File: config.mk
export PLATFORM = sky130hd
export DESIGN_NAME = echo_trimmed_mean_ranger
export DESIGN_NICKNAME = d
export VERILOG_FILES = /design/src/etmr_pkg.sv /design/src/etmr_accum.sv /design/src/etmr_div.sv /design/src/echo_trimmed_mean_ranger.sv
export SDC_FILE = /design/constraint.sdc
export NUM_CORES = 1
export LEC_CHECK = 0
export BUFFER_PORTS_ARGS = -buffer_cell sky130_fd_sc_hd__buf_2
export CORE_MARGIN = 3
export CORE_UTILIZATION = 60
export DETAILED_ROUTE_END_ITERATION = 10
export GPL_ROUTABILITY_DRIVEN = 0
export PLACE_DENSITY = 0.78
export SKIP_LAST_GASP = 1
export SLEW_MARGIN = 20
export SYNTH_ARGS = -nofsm -noshare
export SYNTH_HDL_FRONTEND = slang
export SYNTH_HIERARCHICAL = 1
export SYNTH_SLANG_ARGS = --single-unit
File: constraint.sdc
create_clock -name clk_i -period 6.58 [get_ports clk_i]
set_clock_uncertainty 0.05 [all_clocks]
set_input_delay 1.645 -clock clk_i [delete_from_list [all_inputs] [get_ports clk_i]]
set_output_delay 1.645 -clock clk_i [all_outputs]
set_load 0.01 [all_outputs]
File: src/etmr_pkg.sv
`default_nettype none

package etmr_pkg;

  // Sample width taken from the echo field; SumW, CmpW and DivCntW follow from it.
  localparam int SampleBits = 16;
  localparam int RegW       = 16;
  localparam int SumW       = SampleBits + 3;
  localparam int CmpW       = (SampleBits > RegW) ? SampleBits : RegW;
  localparam int CountW     = 3;
  localparam int DivCntW    = $clog2(SampleBits);

  localparam logic [CountW-1:0] BatchLen = CountW'(6);

  localparam logic [RegW-1:0] SpreadLimitRst  = RegW'(50);
  localparam logic [RegW-1:0] TickDivisorRst  = RegW'(58);
  localparam logic [RegW-1:0] SafeDistanceRst = RegW'(20);
  localparam logic [RegW-1:0] NearFloorRst    = RegW'(5);
  localparam logic [RegW-1:0] RegMax          = '1;

  localparam logic [1:0] RegSpreadLimit  = 2'd0;
  localparam logic [1:0] RegTickDivisor  = 2'd1;
  localparam logic [1:0] RegSafeDistance = 2'd2;
  localparam logic [1:0] RegNearFloor    = 2'd3;

  localparam logic [1:0] ZoneNone  = 2'd0;
  localparam logic [1:0] ZoneSafe  = 2'd1;
  localparam logic [1:0] ZoneClose = 2'd2;
  localparam logic [1:0] ZoneFloor = 2'd3;

  typedef struct packed {
    logic                  complete;
    logic                  spread_ok;
    logic [SampleBits-1:0] avg;
  } batch_t;

endpackage

`default_nettype wire

File: src/etmr_accum.sv
`default_nettype none

module etmr_accum import etmr_pkg::*; (
  input  wire logic                  clk_i,
  input  wire logic                  rst_ni,
  input  wire logic                  sample_valid_i,
  input  wire logic [SampleBits-1:0] sample_i,
  input  wire logic                  clear_i,
  input  wire logic [RegW-1:0]       spread_limit_i,
  output batch_t                     batch_o
);

  logic [CountW-1:0]     count_q, count_d;
  logic [SumW-1:0]       sum_q, sum_d;
  logic [SampleBits-1:0] max_q, max_d;
  logic [SampleBits-1:0] min_q, min_d;
  logic                  first_q, first_d;
  logic [SumW-1:0]       trimmed;
  logic [SampleBits-1:0] spread;

  always_comb begin
    count_d = count_q;
    sum_d   = sum_q;
    max_d   = max_q;
    min_d   = min_q;
    first_d = first_q;
    if (clear_i || (sample_valid_i && (sample_i == '0))) begin
      count_d = '0;
      sum_d   = '0;
      max_d   = '0;
      min_d   = '0;
      first_d = 1'b0;
    end else if (sample_valid_i) begin
      if (!first_q) begin
        first_d = 1'b1;
        max_d   = sample_i;
        min_d   = sample_i;
      end else if (sample_i > max_q) begin
        max_d = sample_i;
      end else if (sample_i < min_q) begin
        min_d = sample_i;
      end
      sum_d   = sum_q + SumW'(sample_i);
      count_d = count_q + CountW'(1);
    end
  end

  always_ff @(posedge clk_i or negedge rst_ni) begin
    if (!rst_ni) begin
      count_q <= '0;
      sum_q   <= '0;
      max_q   <= '0;
      min_q   <= '0;
      first_q <= 1'b0;
    end else begin
      count_q <= count_d;
      sum_q   <= sum_d;
      max_q   <= max_d;
      min_q   <= min_d;
      first_q <= first_d;
    end
  end

  // Drop the extremes; the four middle samples fit back in SampleBits after the shift.
  assign trimmed = sum_q - SumW'(max_q) - SumW'(min_q);
  assign spread  = max_q - min_q;

  assign batch_o.complete  = (count_q == BatchLen);
  assign batch_o.spread_ok = (CmpW'(spread) <= CmpW'(spread_limit_i));
  assign batch_o.avg       = trimmed[SampleBits+1:2];

`ifndef ASSERT_OFF
  a_count_bound: assert property (@(posedge clk_i) disable iff (!rst_ni)
    count_q <= BatchLen) else $error("batch count past batch length");
  a_min_le_max: assert property (@(posedge clk_i) disable iff (!rst_ni)
    first_q |-> (min_q <= max_q)) else $error("running min above running max");
  a_empty_batch: assert property (@(posedge clk_i) disable iff (!rst_ni)
    !first_q |-> (count_q == '0) && (sum_q == '0)) else $error("stale batch state");
`endif

endmodule

`default_nettype wire

File: src/etmr_div.sv
`default_nettype none

module etmr_div import etmr_pkg::*; (
  input  wire logic                  clk_i,
  input  wire logic                  rst_ni,
  input  wire logic                  start_i,
  input  wire logic [SampleBits-1:0] dividend_i,
  input  wire logic [RegW-1:0]       divisor_i,
  output logic                       done_o,
  output logic [SampleBits-1:0]      quotient_o
);

  logic                  busy_q, busy_d;
  logic                  done_q, done_d;
  logic [DivCntW-1:0]    cnt_q, cnt_d;
  logic [RegW-1:0]       rem_q, rem_d;
  logic [SampleBits-1:0] quo_q, quo_d;
  logic [RegW-1:0]       div_q;
  logic [RegW:0]         rem_shift;
  logic [RegW+1:0]       diff;
  logic                  take;

  // One quotient bit per cycle; dividend bits shift out of quo_q as quotient bits shift in.
  assign rem_shift = {rem_q, quo_q[SampleBits-1]};
  assign diff      = {1'b0, rem_shift} - {2'b00, div_q};
  assign take      = !diff[RegW+1];

  always_comb begin
    busy_d = busy_q;
    done_d = 1'b0;
    cnt_d  = cnt_q;
    rem_d  = rem_q;
    quo_d  = quo_q;
    if (start_i) begin
      busy_d = 1'b1;
      cnt_d  = '0;
      rem_d  = '0;
      quo_d  = dividend_i;
    end else if (busy_q) begin
      rem_d = take ? diff[RegW-1:0] : rem_shift[RegW-1:0];
      quo_d = {quo_q[SampleBits-2:0], take};
      cnt_d = cnt_q + DivCntW'(1);
      if (cnt_q == DivCntW'(SampleBits - 1)) begin
        busy_d = 1'b0;
        done_d = 1'b1;
      end
    end
  end

  always_ff @(posedge clk_i or negedge rst_ni) begin
    if (!rst_ni) begin
      busy_q <= 1'b0;
      done_q <= 1'b0;
      cnt_q  <= '0;
    end else begin
      busy_q <= busy_d;
      done_q <= done_d;
      cnt_q  <= cnt_d;
    end
  end

  always_ff @(posedge clk_i) begin
    rem_q <= rem_d;
    quo_q <= quo_d;
    if (start_i) begin
      div_q <= divisor_i;
    end
  end

  assign done_o     = done_q;
  assign quotient_o = quo_q;

`ifndef ASSERT_OFF
  a_no_restart: assert property (@(posedge clk_i) disable iff (!rst_ni)
    start_i |-> !busy_q) else $error("divider started while busy");
  a_done_idle: assert property (@(posedge clk_i) disable iff (!rst_ni)
    done_q |-> !busy_q) else $error("divider done while busy");
  a_done_pulse: assert property (@(posedge clk_i) disable iff (!rst_ni)
    done_q |=> !done_q) else $error("divider done held");
`endif

endmodule

`default_nettype wire

File: src/echo_trimmed_mean_ranger.sv
// Channel   Dir  Payload
// s_axis    in   tdata[15:0] echo_ticks
// m_axis    out  tdata[15:0] distance, [17:16] zone; tuser[0] reading_valid, [1] batch_rejected
// cfg       in   cfg_idx_i 0 spread_limit, 1 tick_divisor, 2 safe_distance, 3 near_floor
//
// An item that does not complete a batch goes from accept through StCheck and StEmit to the output register.
// The sixth item of a batch that passes the spread check also passes through StDiv, where the
// one-bit-per-cycle restoring divider forms the distance.
// s_axis_tready is high only while the sequencer is idle; the output register lets the next
// item in while a result waits. Reset restores register defaults and clears the batch.
`default_nettype none

module echo_trimmed_mean_ranger import etmr_pkg::*; (
  input  wire logic            clk_i,
  input  wire logic            rst_ni,
  input  wire logic            s_axis_tvalid,
  output logic                 s_axis_tready,
  input  wire logic [15:0]     s_axis_tdata,   // [15:0] echo_ticks
  output logic                 m_axis_tvalid,
  input  wire logic            m_axis_tready,
  output logic [23:0]          m_axis_tdata,   // [15:0] distance, [17:16] zone, rest zero
  output logic [1:0]           m_axis_tuser,   // [0] reading_valid, [1] batch_rejected
  input  wire logic            cfg_we_i,
  input  wire logic [1:0]      cfg_idx_i,
  input  wire logic [RegW-1:0] cfg_wdata_i
);

  localparam logic [1:0] StIdle  = 2'd0;
  localparam logic [1:0] StCheck = 2'd1;
  localparam logic [1:0] StDiv   = 2'd2;
  localparam logic [1:0] StEmit  = 2'd3;

  logic [1:0]            state_q, state_d;
  logic [RegW-1:0]       spread_limit_q, tick_divisor_q, safe_distance_q, near_floor_q;
  logic                  res_valid_q, res_valid_d;
  logic                  res_rej_q, res_rej_d;
  logic [RegW-1:0]       res_dist_q, res_dist_d;
  logic [1:0]            res_zone_q, res_zone_d;
  logic                  out_valid_q;
  logic [23:0]           out_data_q;
  logic [1:0]            out_user_q;
  logic                  in_accept;
  logic                  out_free;
  logic                  batch_clear;
  logic                  div_start;
  logic                  div_done;
  logic [SampleBits-1:0] quotient;
  logic [RegW-1:0]       distance;
  batch_t                batch;

  assign s_axis_tready = (state_q == StIdle);
  assign in_accept     = s_axis_tvalid && s_axis_tready;
  assign out_free      = !out_valid_q || m_axis_tready;

  etmr_accum u_accum (
    .clk_i          (clk_i),
    .rst_ni         (rst_ni),
    .sample_valid_i (in_accept),
    .sample_i       (SampleBits'(s_axis_tdata)),
    .clear_i        (batch_clear),
    .spread_limit_i (spread_limit_q),
    .batch_o        (batch)
  );

  etmr_div u_div (
    .clk_i      (clk_i),
    .rst_ni     (rst_ni),
    .start_i    (div_start),
    .dividend_i (batch.avg),
    .divisor_i  (tick_divisor_q),
    .done_o     (div_done),
    .quotient_o (quotient)
  );

  // Saturate quotients that outgrow the distance field.
  always_comb begin
    if ((SampleBits > RegW) && (CmpW'(quotient) > CmpW'(RegMax))) begin
      distance = RegMax;
    end else begin
      distance = RegW'(quotient);
    end
  end

  assign batch_clear = (state_q == StCheck) && batch.complete;
  assign div_start   = batch_clear && batch.spread_ok;

  always_comb begin
    state_d     = state_q;
    res_valid_d = res_valid_q;
    res_rej_d   = res_rej_q;
    res_dist_d  = res_dist_q;
    res_zone_d  = res_zone_q;
    unique case (state_q)
      StIdle: begin
        if (in_accept) begin
          state_d = StCheck;
        end
      end
      StCheck: begin
        res_valid_d = 1'b0;
        res_rej_d   = batch.complete && !batch.spread_ok;
        res_dist_d  = '0;
        res_zone_d  = ZoneNone;
        state_d     = div_start ? StDiv : StEmit;
      end
      StDiv: begin
        if (div_done) begin
          res_valid_d = 1'b1;
          res_dist_d  = distance;
          priority if (distance >= safe_distance_q) begin
            res_zone_d = ZoneSafe;
          end else if (distance >= near_floor_q) begin
            res_zone_d = ZoneClose;
          end else begin
            res_zone_d = ZoneFloor;
          end
          state_d = StEmit;
        end
      end
      StEmit: begin
        if (out_free) begin
          state_d = StIdle;
        end
      end
      default: state_d = StIdle;
    endcase
  end

  always_ff @(posedge clk_i or negedge rst_ni) begin
    if (!rst_ni) begin
      state_q         <= StIdle;
      out_valid_q     <= 1'b0;
      spread_limit_q  <= SpreadLimitRst;
      tick_divisor_q  <= TickDivisorRst;
      safe_distance_q <= SafeDistanceRst;
      near_floor_q    <= NearFloorRst;
    end else begin
      state_q <= state_d;
      if ((state_q == StEmit) && out_free) begin
        out_valid_q <= 1'b1;
      end else if (m_axis_tready) begin
        out_valid_q <= 1'b0;
      end
      if (cfg_we_i) begin
        unique case (cfg_idx_i)
          RegSpreadLimit:  spread_limit_q  <= cfg_wdata_i;
          RegTickDivisor:  tick_divisor_q  <= cfg_wdata_i;
          RegSafeDistance: safe_distance_q <= cfg_wdata_i;
          RegNearFloor:    near_floor_q    <= cfg_wdata_i;
          default: ;
        endcase
      end
    end
  end

  always_ff @(posedge clk_i) begin
    res_valid_q <= res_valid_d;
    res_rej_q   <= res_rej_d;
    res_dist_q  <= res_dist_d;
    res_zone_q  <= res_zone_d;
    if ((state_q == StEmit) && out_free) begin
      out_data_q <= {6'b0, res_zone_q, res_dist_q};
      out_user_q <= {res_rej_q, res_valid_q};
    end
  end

  assign m_axis_tvalid = out_valid_q;
  assign m_axis_tdata  = out_data_q;
  assign m_axis_tuser  = out_user_q;

`ifndef ASSERT_OFF
  a_accept_to_check: assert property (@(posedge clk_i) disable iff (!rst_ni)
    in_accept |=> (state_q == StCheck)) else $error("accepted item not checked");
  a_flags_exclusive: assert property (@(posedge clk_i) disable iff (!rst_ni)
    m_axis_tvalid |-> !(m_axis_tuser[0] && m_axis_tuser[1]))
    else $error("result both valid and rejected");
  a_zone_with_valid: assert property (@(posedge clk_i) disable iff (!rst_ni)
    m_axis_tvalid |-> ((m_axis_tdata[17:16] != ZoneNone) == m_axis_tuser[0]))
    else $error("zone disagrees with reading_valid");
`endif

endmodule

`default_nettype wire

==> flow_summary.toml, run 1 <==
[routing]
drt_iter0_drc = 609
drc = 0
wl_per_cell_um = 18.2
ant_nets = 0
viasPerCell = 5.80
drt_first_pass_iters = 5
vias = 9828
drt-total-wl_um = 30900

[critical_path]
worstPathRequired_ns = 6.68
crit_fanout = 28
critPathCaptureType = "flip-flop"
r2r_cells = 19
critPathArrivalTime_ns = 5.65
worst-r2r-setup-slack_ns = 1.03
r2r-end = "u_div/quotient_o[7]$_DFFE_PP_"
worst-setup-path-type = "reg2reg"
cp-start-kind = "flip-flop"
r2r-start = "u_accum/max_q[0]$_DFFE_PN0P_"

[clock_network]
hold_buffers = 0
cts_inserted_buffers = 23
root_buffer = "clkbuf_16"
clk_pin_slew_worst_paths_ns = 0.06
htreeDepth = 1
cts_buffer_depth = 3
clkSinkCount = 215
cts_resized = 0
clk_latency_ns = 0.52
cts_tree = "yes"
post_cts_buffers = 0

[synth]
synth_edf_count = 72
ys.flop_type = "dfrtp_1"
synth-simple-area-share_pct = 11.6
synth.ff_latch_count = 215
async_flop_share_pct = 59.1
synth_adder_area_share_pct = 17.1
ys_types = 94
synth_compound_area_share_pct = 13.5
synthMuxAreaShare_pct = 9.26
avgSynthCellArea_um2 = 10.8
synth_xor_area_share_pct = 3.18
synth_top_family_by_area = "adder cells"
synthesis.area_um2 = 14100
syn-instance-count = 1306
synth_warnings = 6
seq_area_frac_synth_pct = 40.4

[placed_design]
dpl.cell_count = 1653
portBuffers = 60
dpl_worst_slack_ns = 1.08
dp_hpwl_um = 23500
place_area_um2 = 14600

[die]
fp.dieArea_um2 = 25300
core_region_area_um2 = 22800
start_util_pct = 61.5
die_x_um = 159
chipHeight_um = 159
pin_count = 67
num_rows = 55

[sta]
rsz0062_at_grt = "no"
slew_headroom_pct = 35.6
period_share_pct = 84.4
setup_viol = 0
drv_slew = 0
fin_ws_ns = 1.03
hold_viol = 0
worstMarginPinSlew_ns = 0.966
finalSetupTns_ns = 0
post-route-min-period_ns = 5.55
max_freq_ghz = 0.180

[finish]
final_common_cell = "ha_1"
layout.nets = 1586
mostFrequentLayoutCells = "ha_1 (165), inv_1 (127), dfrtp_1 (116)"
drive_gt1_share_pct = 13.4
design_area_um2 = 15300
fin_cells = 1694
nFillCells = 1741
areaGrowthSynthToFinish_pct = 8.93
diodes = 0

[pwr]
power_frac_comb_pct = 10.8
power_density_nw_per_um2 = 200
power_frac_clock_pct = 40.0
power_switching_w = 0.000740
leakage_nw = 6.69
p_seq_share_pct = 49.2
p_int_w = 0.00232
p_sw_share_pct = 24.2
peakVddDrop_v = 0.000170

[global_route]
grt_first_pass_wirelength_um = 50900
grt_pass1_vias = 9966
grt_util_all_layers_pct = 24.4
antenna_found_initial = 1
grt.overflow.total = 0
grt_max_degree = 75

[worst_hold_path]
whs_path_depth = 0
min_from = "res_dist_q[6]$_SDFFCE_PN0P_"
hold-path-endpoint = "m_axis_tdata[6]$_DFFE_PP_"
hold_class = "reg2reg"

[flow_run]
max_cap_viol_count = 0

[run_status]
status = "finished clean"
==> critical path: stages, from the launching register on <==
cell	delay, ns
dfrtp_1	0.36
inv_1	0.07
ha_1	0.23
fa_1	0.41
o21ba_2	0.22
o311ai_0	0.51
a311oi_1	0.20
nor2_1	0.16
nor2_1	0.09
o21ai_0	0.24
xnor2_1	0.10
ha_1	0.30
nand4_1	0.10
nor3_1	0.20
o2bb2ai_1	0.16
a211oi_1	0.07
nor2_1	0.13
and3_2	0.65
nor2_1	0.23
inv_1	0.67
==> sequential cells by signal (all words and copies together) (netlist names) <==
register          count
m_axis_tdata         18
m_axis_tuser          2
m_axis_tvalid         1
near_floor_q         16
res_dist_q           16
res_rej_q             1
res_valid_q           1
res_zone_q            2
safe_distance_q      16
spread_limit_q       16
state_q               2
tick_divisor_q       16
u_accum/count_q       3
u_accum/first_q       1
u_accum/max_q        16
u_accum/min_q        16
u_accum/sum_q        18
u_div/busy_q          1
u_div/cnt_q           4
u_div/div_q          16
u_div/done_o          1
u_div/quotient_o     16
u_div/rem_q          16
==> metal layers <==
metal  GRT usage (%)  wire (um)  vias to the layer above
li1                -          -                     4752
met5               0         13                        -
met4            7.40        984                        2
met3            2.91       1400                       65
met2            41.9      14900                      237
met1            32.7      13600                     4772
==> power by group through the flow <==
stage / registers, W / logic, W / clock network, W
2_1_floorplan: 0.00152 / 0.000226 / 0
3_3_place_gp: 0.00152 / 0.000311 / 0
6_report: 0.00150 / 0.000330 / 0.00122
3_5_place_dp: 0.00153 / 0.000326 / 0
4_1_cts: 0.00150 / 0.000332 / 0.00125
5_1_grt: 0.00151 / 0.000376 / 0.00130
==> cell type report <==
cell class | count | area [um2] | share of cell area, %
clock buffer | 32 | 619 | 4.05
tap | 313 | 392 | 2.56
clock inverter | 9 | 90.1 | 0.589
inverter | 128 | 480 | 3.14
multi-input combinational | 931 | 7700 | 50.3
sequential | 215 | 5670 | 37.1
timing repair buffer | 66 | 348 | 2.27
==> cells in the mapped netlist (17+ instances only) <==
master | n | share of area, %
a211oi_1 | 20 | 1.1
a21o_1 | 23 | 1.2
a21oi_1 | 67 | 2.4
and2_1 | 20 | 0.89
dfrtp_1 | 116 | 21
edfxtp_1 | 72 | 15
fa_1 | 17 | 2.4
ha_1 | 165 | 15
inv_1 | 127 | 3.4
mux2_1 | 46 | 3.7
mux2_2 | 42 | 3.4
mux2i_1 | 31 | 2.2
nand2_1 | 52 | 1.4
nand3_1 | 20 | 0.71
nand4_1 | 19 | 0.85
nor2_1 | 90 | 2.4
nor2b_1 | 26 | 1.2
o21ai_0 | 47 | 1.7
o21bai_1 | 19 | 1.0
xnor2_1 | 29 | 1.8
xor2_1 | 22 | 1.4
==> cell families (layout without fill, tap and decap cells) <==
group                    Yosys count  in the layout
adder cells (fa/ha/maj)          182            182
AND/OR/NAND/NOR                  307            307
flip-flops                       215            215
multiplexers                     119            119
XOR/XNOR                          51             51
other                              1              6
AO/OA/AOI/OAI                    266            266
buffers and inverters            165            235
==> worst max-delay path by stage <==
stage | startpoint | endpoint | slack, ns | cells past startpoint
floorplan | u_accum/max_q[0]$_DFFE_PN0P_ | u_div/quotient_o[10]$_DFFE_PP_ | 1.69 | 20
global placement | u_accum/max_q[0]$_DFFE_PN0P_ | u_div/quotient_o[15]$_DFFE_PP_ | 1.31 | 19
detailed placement | u_accum/max_q[0]$_DFFE_PN0P_ | u_div/quotient_o[15]$_DFFE_PP_ | 1.08 | 19
CTS | u_accum/max_q[0]$_DFFE_PN0P_ | u_div/quotient_o[7]$_DFFE_PP_ | 1.06 | 19
global route | u_accum/max_q[0]$_DFFE_PN0P_ | u_div/quotient_o[7]$_DFFE_PP_ | 0.73 | 19
finish | u_accum/max_q[0]$_DFFE_PN0P_ | u_div/quotient_o[7]$_DFFE_PP_ | 1.03 | 19
==> per-stage QoR <==
step / util (%) / hold WS (ns) / total power (W)
3_3_place_gp: 63.9 / 0.350 / 0.00184
6_report: 67.0 / 0.368 / 0.00306
2_1_floorplan: - / 0.350 / 0.00174
5_1_grt: 67.0 / 0.377 / 0.00319
3_5_place_dp: 63.9 / 0.355 / 0.00186
4_1_cts: 67.0 / 0.369 / 0.00309
No activity file was read; power rests on OpenSTA's default activity.
==> inputs of run 2 (changes only) <==
clock period = 5.6 ns   (was 6.58 ns; I/O delays follow)
==> flow_summary.toml, run 2 (same netlist as run 1, synthesis figures left out) <==
[clock_network]
clkSinkCount = 215
root_buffer = "clkbuf_16"
cts_resized = 0
post_cts_buffers = 0
cts_buffer_depth = 3
cts_inserted_buffers = 24
clk_pin_slew_worst_paths_ns = 0.07
cts_tree = "yes"
htreeDepth = 1
clk_latency_ns = 0.53
hold_buffers = 0

[flow_run]
max_cap_viol_count = 0

[critical_path]
crit_fanout = 33
r2r_cells = 19
worst-r2r-setup-slack_ns = 0.69
path_cells = "inv_1 > ha_1 > fa_1 > o21ba_2 > o311ai_0 > a311oi_1 > nor2_1 > nor2_1 > o21ai_0 > xnor2_1 > ha_1 > nand4_1 > nor3_1 > o2bb2ai_1 > a211oi_1 > nor2_1 > and3_2 > buf_4 > mux2_2"
crit_top_cell = "nor2_1"
r2r-end = "u_div/quotient_o[0]$_DFFE_PP_"
critical_path.slowest_cell = "o311ai_0"
r2r-start = "u_accum/max_q[0]$_DFFE_PN0P_"
worstPathRequired_ns = 5.83
critPathCaptureType = "flip-flop"
cp-start-kind = "flip-flop"
cpPeakStageDelay_ns = 0.47
critPathArrivalTime_ns = 5.14
worst-setup-path-type = "reg2reg"

[pwr]
fin_total_pwr_w = 0.00372
peakVddDrop_v = 0.000229
leakage_nw = 6.75
power_density_nw_per_um2 = 241

[sta]
finalSetupTns_ns = 0
post-route-min-period_ns = 4.91
hold_viol = 0
worstMarginPinSlew_ns = 0.999
period_share_pct = 87.7
rsz0062_at_grt = "no"
drv_slew = 0
setup_viol = 0
slew_headroom_pct = 33.4
max_freq_ghz = 0.204

[die]
die_x_um = 159
start_util_pct = 61.5
pin_count = 67
fp.dieArea_um2 = 25300
chipHeight_um = 159
num_rows = 55
core_region_area_um2 = 22800

[routing]
viasPerCell = 5.86
ant_nets = 0
wl_per_cell_um = 18.6
drt-total-wl_um = 31700
drc = 0
drt_iter0_drc = 623
drt_first_pass_iters = 5
vias = 9963

[finish]
layout.nets = 1590
final_common_cell = "ha_1"
areaGrowthSynthToFinish_pct = 9.64
mostFrequentLayoutCells = "ha_1 (165), inv_1 (127), dfrtp_1 (116)"
drive_gt1_share_pct = 14.3
diodes = 0

[placed_design]
portBuffers = 60
dp_hpwl_um = 23800

[global_route]
grt_util_all_layers_pct = 24.7
grt_first_pass_wirelength_um = 51200
antenna_found_initial = 1
grt.overflow.total = 0
grt_pass1_vias = 9844
grt_max_degree = 65

[worst_hold_path]
min_from = "res_dist_q[7]$_SDFFCE_PN0P_"
whs_path_depth = 0
hold-path-endpoint = "m_axis_tdata[7]$_DFFE_PP_"
hold_class = "reg2reg"

[run_status]
status = "finished clean"
run 2: worst max-delay path by stage:
stage               slack, ns                             end  cells past startpoint                    startpoint
finish                   0.69   u_div/quotient_o[0]$_DFFE_PP_                     19  u_accum/max_q[0]$_DFFE_PN0P_
CTS                      0.70   u_div/quotient_o[0]$_DFFE_PP_                     19  u_accum/max_q[0]$_DFFE_PN0P_
global placement         0.81   u_div/quotient_o[0]$_DFFE_PP_                     19  u_accum/max_q[0]$_DFFE_PN0P_
detailed placement       0.72   u_div/quotient_o[0]$_DFFE_PP_                     19  u_accum/max_q[0]$_DFFE_PN0P_
global route             0.30   u_div/quotient_o[0]$_DFFE_PP_                     19  u_accum/max_q[0]$_DFFE_PN0P_
floorplan                0.71  u_div/quotient_o[10]$_DFFE_PP_                     20  u_accum/max_q[0]$_DFFE_PN0P_
run 2: critical path: cells and delay by family (launching register included):
family / cells / cell delay, ns
AOI/OAI and AO/OA: 6 / 1.31
xor gates and xnor gates: 1 / 0.10
adders and majority gates: 3 / 0.95
buffers and inverters: 2 / 0.50
DFF: 1 / 0.37
muxes: 1 / 0.40
and+or+nand+nor: 6 / 0.97
run 2: report_power, final:
part / switching (W) / leakage (nW) / internal, W
sequential: 0.0000449 / 2.16 / 0.00172
combinational: 0.000212 / 4.21 / 0.000176
clock: 0.000673 / 0.375 / 0.000889
run 2: cell type report:
cell class	instances	area, um2
inverters	128	480
clock inverters	13	129
well taps	313	392
clock buffers	31	657
repair buffers	69	370
flip-flops and latches	215	5670
fillers	1728	7440
multi-input cells	931	7700
run 2: per-layer routing:
layer  part of all wire (%)  GRT usage [%]  routed length [um]  vias up
li1                       -              -                   -     4787
met1                     44           32.5               13800     4818
met2                     48           42.8               15300      285
met3                    5.1           3.36                1600       73
met4                    3.1           7.16                 978        0
met5                      0              0                   0        -
run 2: per-stage QoR:
| stage | std cells | setup WS, ns | hold WS, ns | area, um2 | utilization [%] |
|---|---|---|---|---|---|
| after floorplan | 1311 | 0.712 | 0.350 | 14100 | - |
| after global placement | 1656 | 0.809 | 0.351 | 14600 | 64.0 |
| after detailed placement | 1656 | 0.716 | 0.355 | 14600 | 64.0 |
| after CTS | 1700 | 0.696 | 0.369 | 15400 | 67.4 |
| after global routing | 1700 | 0.295 | 0.374 | 15400 | 67.4 |
| final | 1700 | 0.691 | 0.367 | 15400 | 67.4 |
==> inputs of run 3 (changes only) <==
GPL_TIMING_DRIVEN = 0   (was unset)
==> flow_summary.toml, run 3 (same netlist as run 1, synthesis figures left out) <==
[finish]
areaGrowthSynthToFinish_pct = 11.5
fin_cells = 1731
diodes = 0
layout.nets = 1621
final_common_cell = "ha_1"
mostFrequentLayoutCells = "ha_1 (165), inv_1 (126), dfrtp_1 (116)"
drive_gt1_share_pct = 15.6
design_area_um2 = 15700

[critical_path]
r2r-end = "u_div/quotient_o[12]$_DFFE_PP_"
worst-setup-path-type = "reg2reg"
worstPathRequired_ns = 5.82
r2r-start = "u_accum/max_q[0]$_DFFE_PN0P_"
timing.critical_path.from = "u_accum/max_q[0]$_DFFE_PN0P_"
cp-start-kind = "flip-flop"
critPathArrivalTime_ns = 5.44
critPathCaptureType = "flip-flop"
r2r_cells = 19
worst-r2r-setup-slack_ns = 0.38
crit_fanout = 26

[sta]
fin_hold_ws_ns = 0.367
post-route-min-period_ns = 5.22
hold_viol = 0
max_freq_ghz = 0.191
slew_headroom_pct = 46.4
worstMarginPinSlew_ns = 0.805
setup_viol = 0
rsz0062_at_grt = "no"
drv_slew = 0
fin_ws_ns = 0.375
period_share_pct = 93.3

[placed_design]
dp_hpwl_um = 24100
place_area_um2 = 14800
dpl.cell_count = 1686
dpl_worst_slack_ns = -0.849
portBuffers = 60

[routing]
drc = 0
vias = 10000
drt_first_pass_iters = 7
viasPerCell = 5.79
ant_nets = 0
wl_per_cell_um = 18.1
drt-total-wl_um = 31200
drt_iter0_drc = 577

[worst_hold_path]
hold_class = "reg2reg"
whs_path_depth = 0
hold-path-endpoint = "m_axis_tdata[15]$_DFFE_PP_"
min_from = "res_dist_q[15]$_SDFFCE_PN0P_"

[pwr]
power_density_nw_per_um2 = 242
leakage_nw = 6.90
fin_total_pwr_w = 0.00380
peakVddDrop_v = 0.000190

[run_status]
status = "finished clean"

[die]
pin_count = 67
fp.dieArea_um2 = 25300
start_util_pct = 61.5
num_rows = 55
die_x_um = 159
core_region_area_um2 = 22800
chipHeight_um = 159

[global_route]
antenna_found_initial = 0
grt.overflow.total = 0
grt_first_pass_wirelength_um = 50900
grt_pass1_vias = 10200
grt_util_all_layers_pct = 24.5
grt_max_degree = 80

[flow_run]
max_cap_viol_count = 0

[clock_network]
clkSinkCount = 215
clk_pin_slew_worst_paths_ns = 0.06
htreeDepth = 1
cts_buffer_depth = 3
cts_tree = "yes"
cts_inserted_buffers = 24
clk_latency_ns = 0.52
root_buffer = "clkbuf_16"
[run 3: cell types whose count changed in the layout (fill, tap and decap cells not counted), sizes merged]
| cell | before | now |
|---|---|---|
| bufinv | 1 | 3 |
| clkinvlp | 4 | 2 |
| clkbuf | 31 | 42 |
| inv | 131 | 127 |
| clkinv | 5 | 7 |
| buf | 69 | 91 |
[run 3: worst max-delay path by stage]
stage / to / slack, ns
3_3_place_gp: u_div/cnt_q[0]$_DFFE_PN0P_ / -0.67
6_report: u_div/quotient_o[12]$_DFFE_PP_ / 0.38
3_5_place_dp: u_div/cnt_q[0]$_DFFE_PN0P_ / -0.85
2_1_floorplan: u_div/quotient_o[10]$_DFFE_PP_ / 0.71
5_1_grt: u_div/quotient_o[12]$_DFFE_PP_ / 0.07
4_1_cts: u_div/quotient_o[12]$_DFFE_PP_ / 0.04
[run 3: layout make-up]
| class | count | area (um2) |
|---|---|---|
| clock inverters | 11 | 143 |
| well taps | 313 | 392 |
| flip-flops and latches | 215 | 5670 |
| multi-input cells | 931 | 7710 |
| repair buffers | 64 | 364 |
| plain buffers | 36 | 214 |
| fillers | 1743 | 7180 |
| inverters | 128 | 484 |
| clock buffers | 33 | 686 |
[run 3: repair_timing]
action / CTS / global route
setup endpoints to repair: 54 / 50
endpoints found under the hold margin: 0 / 0
buffers inserted: 2 / 0
hold buffers: 0 / 0
resized for setup: 7 / 0
pin swaps: 0 / 0
[run 3: metal layers]
metal | track usage [%] | vias up | part of all wire [%]
met5 | 0 | - | 0
met4 | 9.11 | 0 | 3.4
met3 | 2.76 | 75 | 4.0
met2 | 42.6 | 251 | 49
met1 | 31.7 | 4849 | 44
li1 | - | 4844 | -
[run 3: stage by stage]
stage               utilization (%)  TNS, ns
global route                   68.6        0
floorplan                         -        0
finish                         68.6        0
detailed placement             64.8   -37.90
CTS                            68.6        0
global placement               64.6   -29.57
[run 3: power by group]
part / internal [W] / switching (W)
clock network: 0.000998 / 0.000640
registers: 0.00172 / 0.0000456
logic: 0.000179 / 0.000209
total: 0.00290 / 0.000895
[run 3: critical path, stage by stage (launching register included)]
cell and delay, ns:
dfrtp_1 0.40, inv_1 0.09, ha_1 0.23, fa_1 0.42, o21ba_2 0.23, o311ai_1 0.42, a311oi_1 0.22, nor2_1 0.13
nor2_1 0.07, o21ai_0 0.21, xnor2_1 0.13, ha_1 0.34, nand4_1 0.12, nor3_1 0.27, o2bb2ai_1 0.17, a211oi_1 0.06
nor2_1 0.17, and3_4 0.46, clkbuf_2 0.37, mux2_2 0.37
